==> src/hdl/pd3_pkg.sv <==
// Shared constants, types and codes of the 3D pairwise distance core.
`timescale 1ns / 1ps
`default_nettype none
package pd3_pkg;

	localparam int REF_DEPTH  = 32;
	localparam int COORD_BITS = 24;

	localparam int AXES    = 3;
	localparam int IDX_W   = 5;
	localparam int DIST_W  = 25;
	localparam int CFG_W   = 6;
	localparam int CFG_RESET = 32;

	localparam int ADDR_W  = (REF_DEPTH > 1) ? $clog2(REF_DEPTH) : 1;
	localparam int POINT_W = AXES * COORD_BITS;
	localparam int RUN_MAX = (REF_DEPTH < 32) ? REF_DEPTH : 32;

	localparam int SQ_W    = 2 * COORD_BITS;
	localparam int ACC_W   = SQ_W + 2;
	localparam int ROOT_W  = ACC_W / 2;
	localparam int SCNT_W  = $clog2(ROOT_W + 1);
	localparam int CMP_W   = (COORD_BITS > DIST_W) ? COORD_BITS : DIST_W;
	localparam int RCMP_W  = (ROOT_W > DIST_W) ? ROOT_W : DIST_W;
	localparam logic [DIST_W-1:0] DIST_MAX = {DIST_W{1'b1}};

	localparam int IN_DATA_W  = ((IDX_W + POINT_W + 7) / 8) * 8;
	localparam int OUT_DATA_W = ((IDX_W + DIST_W + 7) / 8) * 8;

	localparam logic KIND_LOAD  = 1'b0;
	localparam logic KIND_QUERY = 1'b1;

	localparam logic [2:0] PH_LAST = 3'd4;

	typedef enum logic [2:0] {
		ST_IDLE,
		ST_READ,
		ST_MUL,
		ST_START,
		ST_SQRT,
		ST_OUT
	} pd3_state_t;

	typedef struct packed {
		logic busy;
		logic done;
	} sqrt_stat_t;

endpackage
`default_nettype wire

==> src/hdl/pairwise_distance_3d_core.sv <==
// Top level of the 3D pairwise distance core: point store, sequencer and datapath.
//
//  channel   dir  handshake                      payload
//  s_axis    in   s_axis_tvalid / s_axis_tready  tuser: kind; tdata: slot, x, y, z
//  m_axis    out  m_axis_tvalid / m_axis_tready  tdata: ref_index, distance; tlast
//  cfg       in   cfg_we                         cfg_wdata: ref_count
//
// A load item is written to the store as it is taken.
// A query item walks the stored points 0 .. count-1, each through a store read,
// square and sum over the three axes, a root start, the root steps, a hand-off and
// the output; the root unit works out one root bit per cycle.
// Reset clears control and sets ref_count to 32; the store has no clearing pass and
// holds garbage until loaded. A stalled result holds, and no item is taken meanwhile.
`timescale 1ns / 1ps
`default_nettype none
module pairwise_distance_3d_core (
	input  wire logic                              clk,
	input  wire logic                              arst_n,
	// kind (bit 0)
	input  wire logic                              s_axis_tuser,
	// ref_slot [4:0], coord_x [28:5], coord_y [52:29], coord_z [76:53], zero fill
	input  wire logic [pd3_pkg::IN_DATA_W-1:0]     s_axis_tdata,
	input  wire logic                              s_axis_tvalid,
	output logic                                   s_axis_tready,
	// ref_index [4:0], distance [29:5], zero fill
	output logic      [pd3_pkg::OUT_DATA_W-1:0]    m_axis_tdata,
	output logic                                   m_axis_tlast,
	output logic                                   m_axis_tvalid,
	input  wire logic                              m_axis_tready,
	input  wire logic                              cfg_we,
	input  wire logic [pd3_pkg::CFG_W-1:0]         cfg_wdata
);

	localparam int CB = pd3_pkg::COORD_BITS;

	pd3_pkg::pd3_state_t state_q, state_d;

	// configuration and run bookkeeping
	logic [pd3_pkg::CFG_W-1:0]   ref_count_q;
	logic [pd3_pkg::CFG_W-1:0]   run_len_q;
	logic [pd3_pkg::CFG_W-1:0]   count_c;
	logic [pd3_pkg::IDX_W-1:0]   idx_q;
	logic                        last_c;

	// query point
	logic signed [CB-1:0] qx_q, qy_q, qz_q;

	// input unpacking
	logic                        in_acc_c;
	logic [pd3_pkg::IDX_W-1:0]   in_slot_c;
	logic [pd3_pkg::POINT_W-1:0] in_point_c;
	logic                        st_we_c;
	logic                        st_re_c;
	logic [pd3_pkg::POINT_W-1:0] st_rdata;

	// square and sum datapath
	logic [2:0]                  ph_q;
	logic signed [CB-1:0]        ref_ax_c, q_ax_c;
	logic signed [CB:0]          d_c;
	logic [CB-1:0]               mag_c;
	logic                        over_c;
	logic [CB-1:0]               mag_q;
	logic [pd3_pkg::SQ_W-1:0]    sq_c;
	logic [pd3_pkg::SQ_W-1:0]    sq_q;
	logic [pd3_pkg::ACC_W-1:0]   acc_q;
	logic                        sat_q;

	// root unit
	logic                        sq_start_c;
	logic [pd3_pkg::ROOT_W-1:0]  root_c;
	pd3_pkg::sqrt_stat_t         sq_stat;
	logic [pd3_pkg::DIST_W-1:0]  dist_c;

	// output register
	logic [pd3_pkg::IDX_W-1:0]   out_idx_q;
	logic [pd3_pkg::DIST_W-1:0]  out_dist_q;
	logic                        out_last_q;

	assign in_acc_c   = s_axis_tvalid && s_axis_tready;
	assign in_slot_c  = s_axis_tdata[pd3_pkg::IDX_W-1:0];
	assign in_point_c = s_axis_tdata[pd3_pkg::IDX_W +: pd3_pkg::POINT_W];

	// clamp the configured count to what the store and index field can carry
	assign count_c = (ref_count_q > pd3_pkg::CFG_W'(pd3_pkg::RUN_MAX)) ?
		pd3_pkg::CFG_W'(pd3_pkg::RUN_MAX) : ref_count_q;
	assign last_c  = ((pd3_pkg::CFG_W'(idx_q) + pd3_pkg::CFG_W'(1)) == run_len_q);

	// drop loads that point beyond the store
	assign st_we_c = in_acc_c && (s_axis_tuser == pd3_pkg::KIND_LOAD) &&
		(int'(in_slot_c) < pd3_pkg::REF_DEPTH);

	pd3_ram #(
		.WIDTH(pd3_pkg::POINT_W),
		.DEPTH(pd3_pkg::REF_DEPTH)
	) u_store (
		.clk   (clk),
		.we    (st_we_c),
		.waddr (pd3_pkg::ADDR_W'(in_slot_c)),
		.wdata (in_point_c),
		.re    (st_re_c),
		.raddr (pd3_pkg::ADDR_W'(idx_q)),
		.rdata (st_rdata)
	);

	// pick the axis for this phase: x, then y, then z
	always_comb begin
		case (ph_q)
			3'd0: begin
				ref_ax_c = st_rdata[0 +: CB];
				q_ax_c   = qx_q;
			end
			3'd1: begin
				ref_ax_c = st_rdata[CB +: CB];
				q_ax_c   = qy_q;
			end
			default: begin
				ref_ax_c = st_rdata[2*CB +: CB];
				q_ax_c   = qz_q;
			end
		endcase
	end

	assign d_c    = {ref_ax_c[CB-1], ref_ax_c} - {q_ax_c[CB-1], q_ax_c};
	assign mag_c  = d_c[CB] ? CB'(-d_c) : d_c[CB-1:0];
	assign over_c = (pd3_pkg::CMP_W'(mag_c) > pd3_pkg::CMP_W'(pd3_pkg::DIST_MAX));
	assign sq_c   = pd3_pkg::SQ_W'(mag_q) * pd3_pkg::SQ_W'(mag_q);

	pd3_sqrt u_sqrt (
		.clk      (clk),
		.arst_n   (arst_n),
		.start    (sq_start_c),
		.radicand (acc_q),
		.root     (root_c),
		.stat     (sq_stat)
	);

	// saturate a wide axis difference or an oversized root to the top code
	assign dist_c = sat_q ? pd3_pkg::DIST_MAX :
		(pd3_pkg::RCMP_W'(root_c) > pd3_pkg::RCMP_W'(pd3_pkg::DIST_MAX)) ?
			pd3_pkg::DIST_MAX : pd3_pkg::DIST_W'(pd3_pkg::RCMP_W'(root_c));

	always_ff @(posedge clk or negedge arst_n) begin
		if (!arst_n) begin
			state_q <= pd3_pkg::ST_IDLE;
		end else begin
			state_q <= state_d;
		end
	end

	// sequencer: next state and control strobes
	always_comb begin
		state_d       = state_q;
		s_axis_tready = 1'b0;
		st_re_c       = 1'b0;
		sq_start_c    = 1'b0;
		case (state_q)
			pd3_pkg::ST_IDLE: begin
				s_axis_tready = 1'b1;
				if (s_axis_tvalid && (s_axis_tuser == pd3_pkg::KIND_QUERY) &&
						(count_c != '0)) begin
					state_d = pd3_pkg::ST_READ;
				end
			end
			pd3_pkg::ST_READ: begin
				st_re_c = 1'b1;
				state_d = pd3_pkg::ST_MUL;
			end
			pd3_pkg::ST_MUL: begin
				if (ph_q == pd3_pkg::PH_LAST) begin
					state_d = pd3_pkg::ST_START;
				end
			end
			pd3_pkg::ST_START: begin
				sq_start_c = !sq_stat.busy;
				state_d    = pd3_pkg::ST_SQRT;
			end
			pd3_pkg::ST_SQRT: begin
				if (sq_stat.done) begin
					state_d = pd3_pkg::ST_OUT;
				end
			end
			pd3_pkg::ST_OUT: begin
				if (m_axis_tready) begin
					state_d = out_last_q ? pd3_pkg::ST_IDLE : pd3_pkg::ST_READ;
				end
			end
			default: begin
				state_d = pd3_pkg::ST_IDLE;
			end
		endcase
	end

	// control registers: config, run length, index, phase
	always_ff @(posedge clk or negedge arst_n) begin
		if (!arst_n) begin
			ref_count_q <= pd3_pkg::CFG_W'(pd3_pkg::CFG_RESET);
			run_len_q   <= '0;
			idx_q       <= '0;
			ph_q        <= '0;
		end else begin
			if (cfg_we) begin
				ref_count_q <= cfg_wdata;
			end
			if (state_q == pd3_pkg::ST_IDLE && in_acc_c &&
					s_axis_tuser == pd3_pkg::KIND_QUERY) begin
				run_len_q <= count_c;
				idx_q     <= '0;
			end
			if (state_q == pd3_pkg::ST_READ) begin
				ph_q <= '0;
			end else if (state_q == pd3_pkg::ST_MUL) begin
				ph_q <= ph_q + 3'd1;
			end
			// advance to the next stored point once the result is taken
			if (state_q == pd3_pkg::ST_OUT && m_axis_tready && !out_last_q) begin
				idx_q <= idx_q + pd3_pkg::IDX_W'(1);
			end
		end
	end

	// payload registers
	always_ff @(posedge clk) begin
		if (state_q == pd3_pkg::ST_IDLE && in_acc_c &&
				s_axis_tuser == pd3_pkg::KIND_QUERY) begin
			qx_q <= in_point_c[0 +: CB];
			qy_q <= in_point_c[CB +: CB];
			qz_q <= in_point_c[2*CB +: CB];
		end
		if (state_q == pd3_pkg::ST_MUL) begin
			// three-deep pipe: magnitude, square, then sum
			if (ph_q < 3'd3) begin
				mag_q <= mag_c;
				sat_q <= (ph_q == 3'd0) ? over_c : (sat_q | over_c);
			end
			if (ph_q != 3'd0) begin
				sq_q <= sq_c;
			end
			if (ph_q == 3'd2) begin
				acc_q <= pd3_pkg::ACC_W'(sq_q);
			end else if (ph_q > 3'd2) begin
				acc_q <= acc_q + pd3_pkg::ACC_W'(sq_q);
			end
		end
		if (state_q == pd3_pkg::ST_SQRT && sq_stat.done) begin
			out_idx_q  <= idx_q;
			out_dist_q <= dist_c;
			out_last_q <= last_c;
		end
	end

	assign m_axis_tvalid = (state_q == pd3_pkg::ST_OUT);
	assign m_axis_tlast  = out_last_q;
	assign m_axis_tdata  = pd3_pkg::OUT_DATA_W'({out_dist_q, out_idx_q});

endmodule
`default_nettype wire

==> src/hdl/pd3_ram.sv <==
// Generic single-write, single-read RAM with registered read data.
`timescale 1ns / 1ps
`default_nettype none
module pd3_ram #(
	parameter int WIDTH = 8,
	parameter int DEPTH = 16
) (
	input  wire logic                                  clk,
	input  wire logic                                  we,
	input  wire logic [((DEPTH > 1) ? $clog2(DEPTH) : 1)-1:0] waddr,
	input  wire logic [WIDTH-1:0]                      wdata,
	input  wire logic                                  re,
	input  wire logic [((DEPTH > 1) ? $clog2(DEPTH) : 1)-1:0] raddr,
	output logic      [WIDTH-1:0]                      rdata
);

	logic [WIDTH-1:0] mem_q [DEPTH];

	always_ff @(posedge clk) begin
		if (we) begin
			mem_q[waddr] <= wdata;
		end
		if (re) begin
			rdata <= mem_q[raddr];
		end
	end

endmodule
`default_nettype wire

==> src/hdl/pd3_sqrt.sv <==
// Iterative floor square root, one root bit per cycle.
`timescale 1ns / 1ps
`default_nettype none
module pd3_sqrt (
	input  wire logic                        clk,
	input  wire logic                        arst_n,
	input  wire logic                        start,
	input  wire logic [pd3_pkg::ACC_W-1:0]   radicand,
	output logic      [pd3_pkg::ROOT_W-1:0]  root,
	output pd3_pkg::sqrt_stat_t              stat
);

	localparam int T_W = pd3_pkg::ROOT_W + 3;

	logic                          busy_q;
	logic                          done_q;
	logic [pd3_pkg::SCNT_W-1:0]    cnt_q;
	logic [pd3_pkg::ACC_W-1:0]     rad_q;
	logic [pd3_pkg::ROOT_W:0]      rem_q;
	logic [pd3_pkg::ROOT_W-1:0]    root_q;

	logic [T_W-1:0] cat_c;
	logic [T_W-1:0] try_c;
	logic [T_W-1:0] diff_c;
	logic           ge_c;

	// bring down the next two radicand bits and test the next root bit
	assign cat_c  = {rem_q, rad_q[pd3_pkg::ACC_W-1 -: 2]};
	assign try_c  = {1'b0, root_q, 2'b01};
	assign diff_c = cat_c - try_c;
	assign ge_c   = (cat_c >= try_c);

	always_ff @(posedge clk or negedge arst_n) begin
		if (!arst_n) begin
			busy_q <= 1'b0;
			done_q <= 1'b0;
			cnt_q  <= '0;
		end else begin
			done_q <= 1'b0;
			if (start && !busy_q) begin
				busy_q <= 1'b1;
				cnt_q  <= pd3_pkg::SCNT_W'(pd3_pkg::ROOT_W);
			end else if (busy_q) begin
				cnt_q <= cnt_q - pd3_pkg::SCNT_W'(1);
				if (cnt_q == pd3_pkg::SCNT_W'(1)) begin
					busy_q <= 1'b0;
					done_q <= 1'b1;
				end
			end
		end
	end

	always_ff @(posedge clk) begin
		if (start && !busy_q) begin
			rad_q  <= radicand;
			rem_q  <= '0;
			root_q <= '0;
		end else if (busy_q) begin
			rad_q  <= {rad_q[pd3_pkg::ACC_W-3:0], 2'b00};
			rem_q  <= ge_c ? diff_c[pd3_pkg::ROOT_W:0] : cat_c[pd3_pkg::ROOT_W:0];
			root_q <= {root_q[pd3_pkg::ROOT_W-2:0], ge_c};
		end
	end

	assign root      = root_q;
	assign stat.busy = busy_q;
	assign stat.done = done_q;

endmodule
`default_nettype wire

==> config.mk <==
export PLATFORM = sky130hd
export DESIGN_NAME = pairwise_distance_3d_core
export DESIGN_NICKNAME = d
export VERILOG_FILES = /design/src/hdl/pd3_pkg.sv /design/src/hdl/pairwise_distance_3d_core.sv /design/src/hdl/pd3_ram.sv /design/src/hdl/pd3_sqrt.sv
export SDC_FILE = /design/constraint.sdc
export NUM_CORES = 2
export LEC_CHECK = 0
export BUFFER_PORTS_ARGS = -buffer_cell sky130_fd_sc_hd__buf_2
export CAP_MARGIN = 40
export CORE_MARGIN = 4
export CORE_UTILIZATION = 60
export CTS_CLUSTER_SIZE = 10
export DETAILED_ROUTE_END_ITERATION = 6
export PLACE_DENSITY = 0.78
export SLEW_MARGIN = 20
export SYNTH_ARGS = -nofsm -noshare
export SYNTH_HDL_FRONTEND = slang
export SYNTH_SLANG_ARGS = --single-unit
==> constraint.sdc <==
create_clock -name clk -period 10 [get_ports clk]
set_clock_uncertainty 0.05 [all_clocks]
set_input_delay 0.5 -clock clk [delete_from_list [all_inputs] [get_ports clk]]
set_output_delay 0.5 -clock clk [all_outputs]
set_load 0.02 [all_outputs]
==> metrics.txt <==
commonest cells after routing, fill and taps aside=edfxtp_1, mux4_2, inv_1, fa_1, nand2_1; #FFs+latches synth=2731; total grt overflow=0; RSZ-0062 raised after global routing=no; CTS Sinks=2731; synthesized area=125000 um^2; number of buffers added on ports=121; DR WL/cell=33.02 um; All-Layer GR Usage=0.3164; Inserted Clock Buffers=327; routed via count=69250; Synth Flop Type=edfxtp_1; die height=464.4 um; post-synth cell types=84; relative slew slack=0.2701; DRT iter0 DRCs=10260; ANT nets after route=0; yosys warns=0; Site Rows=167; Met1 Wirelength=116.6 mm; most common cell after layout, fill and taps aside=edfxtp_1; Syn-to-layout area delta=11.61%; maximum clock path buffer count=4; final cycle utilization of the critical path=0.8031; final-layout fill cell count=12740; number of H-tree levels=5; max-slew violations=0; EDFF count, synth=2650; Setup TNS=0 ps; DR top layer=met5; residual DRC count=0; core area=207100 um^2; Starting Density=0.6037; CP Data Required Time=10580 ps; share of flip-flops with an asynchronous set or reset=0.01098; Worst Setup End Kind=flip-flop; HPWL after DPL=183.4 mm; Skew-Pair Late Insertion Delay=980 ps; IO Pins=127; worst setup path class=reg -> reg; type of the tightest min-delay check=in -> reg; Final Hold Fails=0; share of cells above drive strength 1=0.2121; Worst Max-Slew Pin Slew=1095 ps; Mean Syn Cell Area=17.83 um^2; Initial DRT Pass Iterations=7; met3 wire len=36.53 mm; post-synthesis cell count=7010; r2r setup slk=1970 ps; crit-path max FO=17; Post-Route WL=337.5 mm; # setup viols final=0; max-cap violations=0; met2 wire length=165.6 mm; Placer Congestion=0.9252; startpoint types=flip-flop; status=completed; CTS tree=built; Nets=8168; Worst Path Arrival=8610 ps; die footprint=215700 um^2; initial antenna violation count=27; sequential share of the synthesized area=0.6508; largest net degree at the start of global routing=139; minimum clock period=8031 ps; die width=464.4 um; first-pass GRT wire length=495.1 mm; Max Clock Freq=0.1245 GHz; Worst-path clk slew=60 ps; number of global-route vias before repair=71450; DR vias/cell=6.775; Clock Tree Root=clkbuf_16
-- Yosys cell counts, types with 12 or more instances --
cell type	instances	area, um^2
edfxtp_1	2650	79580
mux4_2	720	16220
inv_1	672	2522
fa_1	423	8468
nand2_1	363	1363
ha_1	283	3541
clkbuf_1	272	1021
a21oi_1	179	895.9
nor2_1	162	608.1
mux2_2	130	1464
and2_1	127	794.5
o21ai_0	125	625.6
xnor2_1	104	910.9
a21o_1	75	563.0
dfxtp_1	51	1021
xor2_1	50	437.9
buf_1	47	176.4
nand3_1	37	185.2
nor3_1	35	175.2
nand2b_1	33	206.5
dfrtp_1	29	725.7
mux2i_1	29	290.3
o22ai_1	28	175.2
a22o_1	27	236.5
o21bai_1	27	202.7
a22oi_1	24	180.2
and3_1	24	150.1
o21a_1	21	157.7
o31ai_1	21	157.7
a211oi_1	18	135.1
o211ai_1	15	112.6
a31oi_1	14	87.58
a221oi_1	13	113.9
nand4_1	12	75.07
nor2b_1	12	75.07
-- logic make-up (layout without fill, tap and decap cells) --
kind of cell,Yosys count,after routing,synth area share
mux,879,879,0.1438
fa+ha+maj,706,706,0.09607
other cells,1,17,0.00003000
buf+inv,1001,1408,0.03018
xor+xnor,154,154,0.01079
flops,2731,2731,0.6508
simple gates,878,878,0.03370
compound gates,660,660,0.03466
-- critical path, stage by stage (launching register included) --
cell	delay [ps]
edfxtp_1	920
nand2_1	250
fa_1	580
inv_1	50
fa_1	530
inv_1	50
fa_1	490
fa_1	530
inv_1	60
fa_1	480
fa_1	480
inv_1	40
fa_1	470
inv_1	40
ha_1	360
a2111oi_0	440
o21ai_0	150
o22ai_1	240
nand3_1	170
o211ai_1	280
nand2_1	240
a211o_1	380
a221oi_1	330
xnor2_1	110
-- area by class of cell --
type | count | area [um^2] | share of cell area
repair buffers | 357 | 3341 | 0.02395
diodes | 15 | 37.54 | 0.0002691
clock inverters | 16 | 107.6 | 0.0007713
multi-input cells | 3279 | 40200 | 0.2882
well taps | 2788 | 3488 | 0.02501
flip-flops and latches | 2731 | 81370 | 0.5833
clock buffers | 361 | 8427 | 0.06041
inverters | 674 | 2531 | 0.01814
-- through the flow --
| stage | utilization | hold WS, ps | setup WS, ps | cell area [um^2] | cells |
|---|---|---|---|---|---|
| 4_1_cts | 0.6718 | 0.4478 | 1990 | 139100 | 10190 |
| 3_5_place_dp | 0.6274 | 363.2 | 1984 | 129900 | 9747 |
| 6_report | 0.6737 | 46.84 | 1969 | 139500 | 10220 |
| 5_1_grt | 0.6736 | 50.17 | 1633 | 139500 | 10210 |
| 2_1_floorplan | - | 154.4 | 3025 | 125000 | 7011 |
| 3_3_place_gp | 0.6242 | 364.8 | 2017 | 129200 | 9719 |
-- state kept, by name, summed over array words and instances, names as in the netlist, 3 cells and up --
name / cells
u_store.mem_q: 2304
u_store.rdata: 72
acc_q: 50
u_sqrt.rad_q: 50
sq_q: 47
u_sqrt.rem_q: 26
out_dist_q: 25
u_sqrt.root: 25
mag_q: 24
qx_q: 24
qy_q: 24
qz_q: 24
ref_count_q: 6
run_len_q: 6
idx_q: 5
out_idx_q: 5
u_sqrt.cnt_q: 5
ph_q: 3
state_q: 3
-- layer usage --
metal  global-route usage  up-vias
met5                    0        -
met4               0.1497       20
met3              0.06560     1057
met2               0.5122     5175
met1               0.4172    35560
li1                     -    27440
-- timing repair --
item                                   CTS  global route
resized for setup                        0             0
setup buffers                            0             0
hold buffers                            66             0
endpoints found under the hold margin  962             0
-- worst paths after layout --
kind / cells after the start / startpoint / to
worst max-delay path: 23 / mag_q[17]$_DFFE_PP_ / sq_q[46]$_DFFE_PP_
worst min-delay path: 1 / s_axis_tdata[8] / u_store.mem_q[4][3]$_DFFE_PP_
worst max register to register: 23 / mag_q[17]$_DFFE_PP_ / sq_q[46]$_DFFE_PP_
worst min register to register: 0 / u_sqrt.root[6]$_SDFFE_PP0P_ / out_dist_q[6]$_SDFFCE_PN1P_
max in group asynchronous: 2 / arst_n / idx_q[0]$_DFFE_PN0P_
min in group asynchronous: 2 / arst_n / ph_q[0]$_DFFE_PN0P_
Power is not shown: default switching activity piles up to over one toggle a cycle in this logic, so the estimate is an artifact.
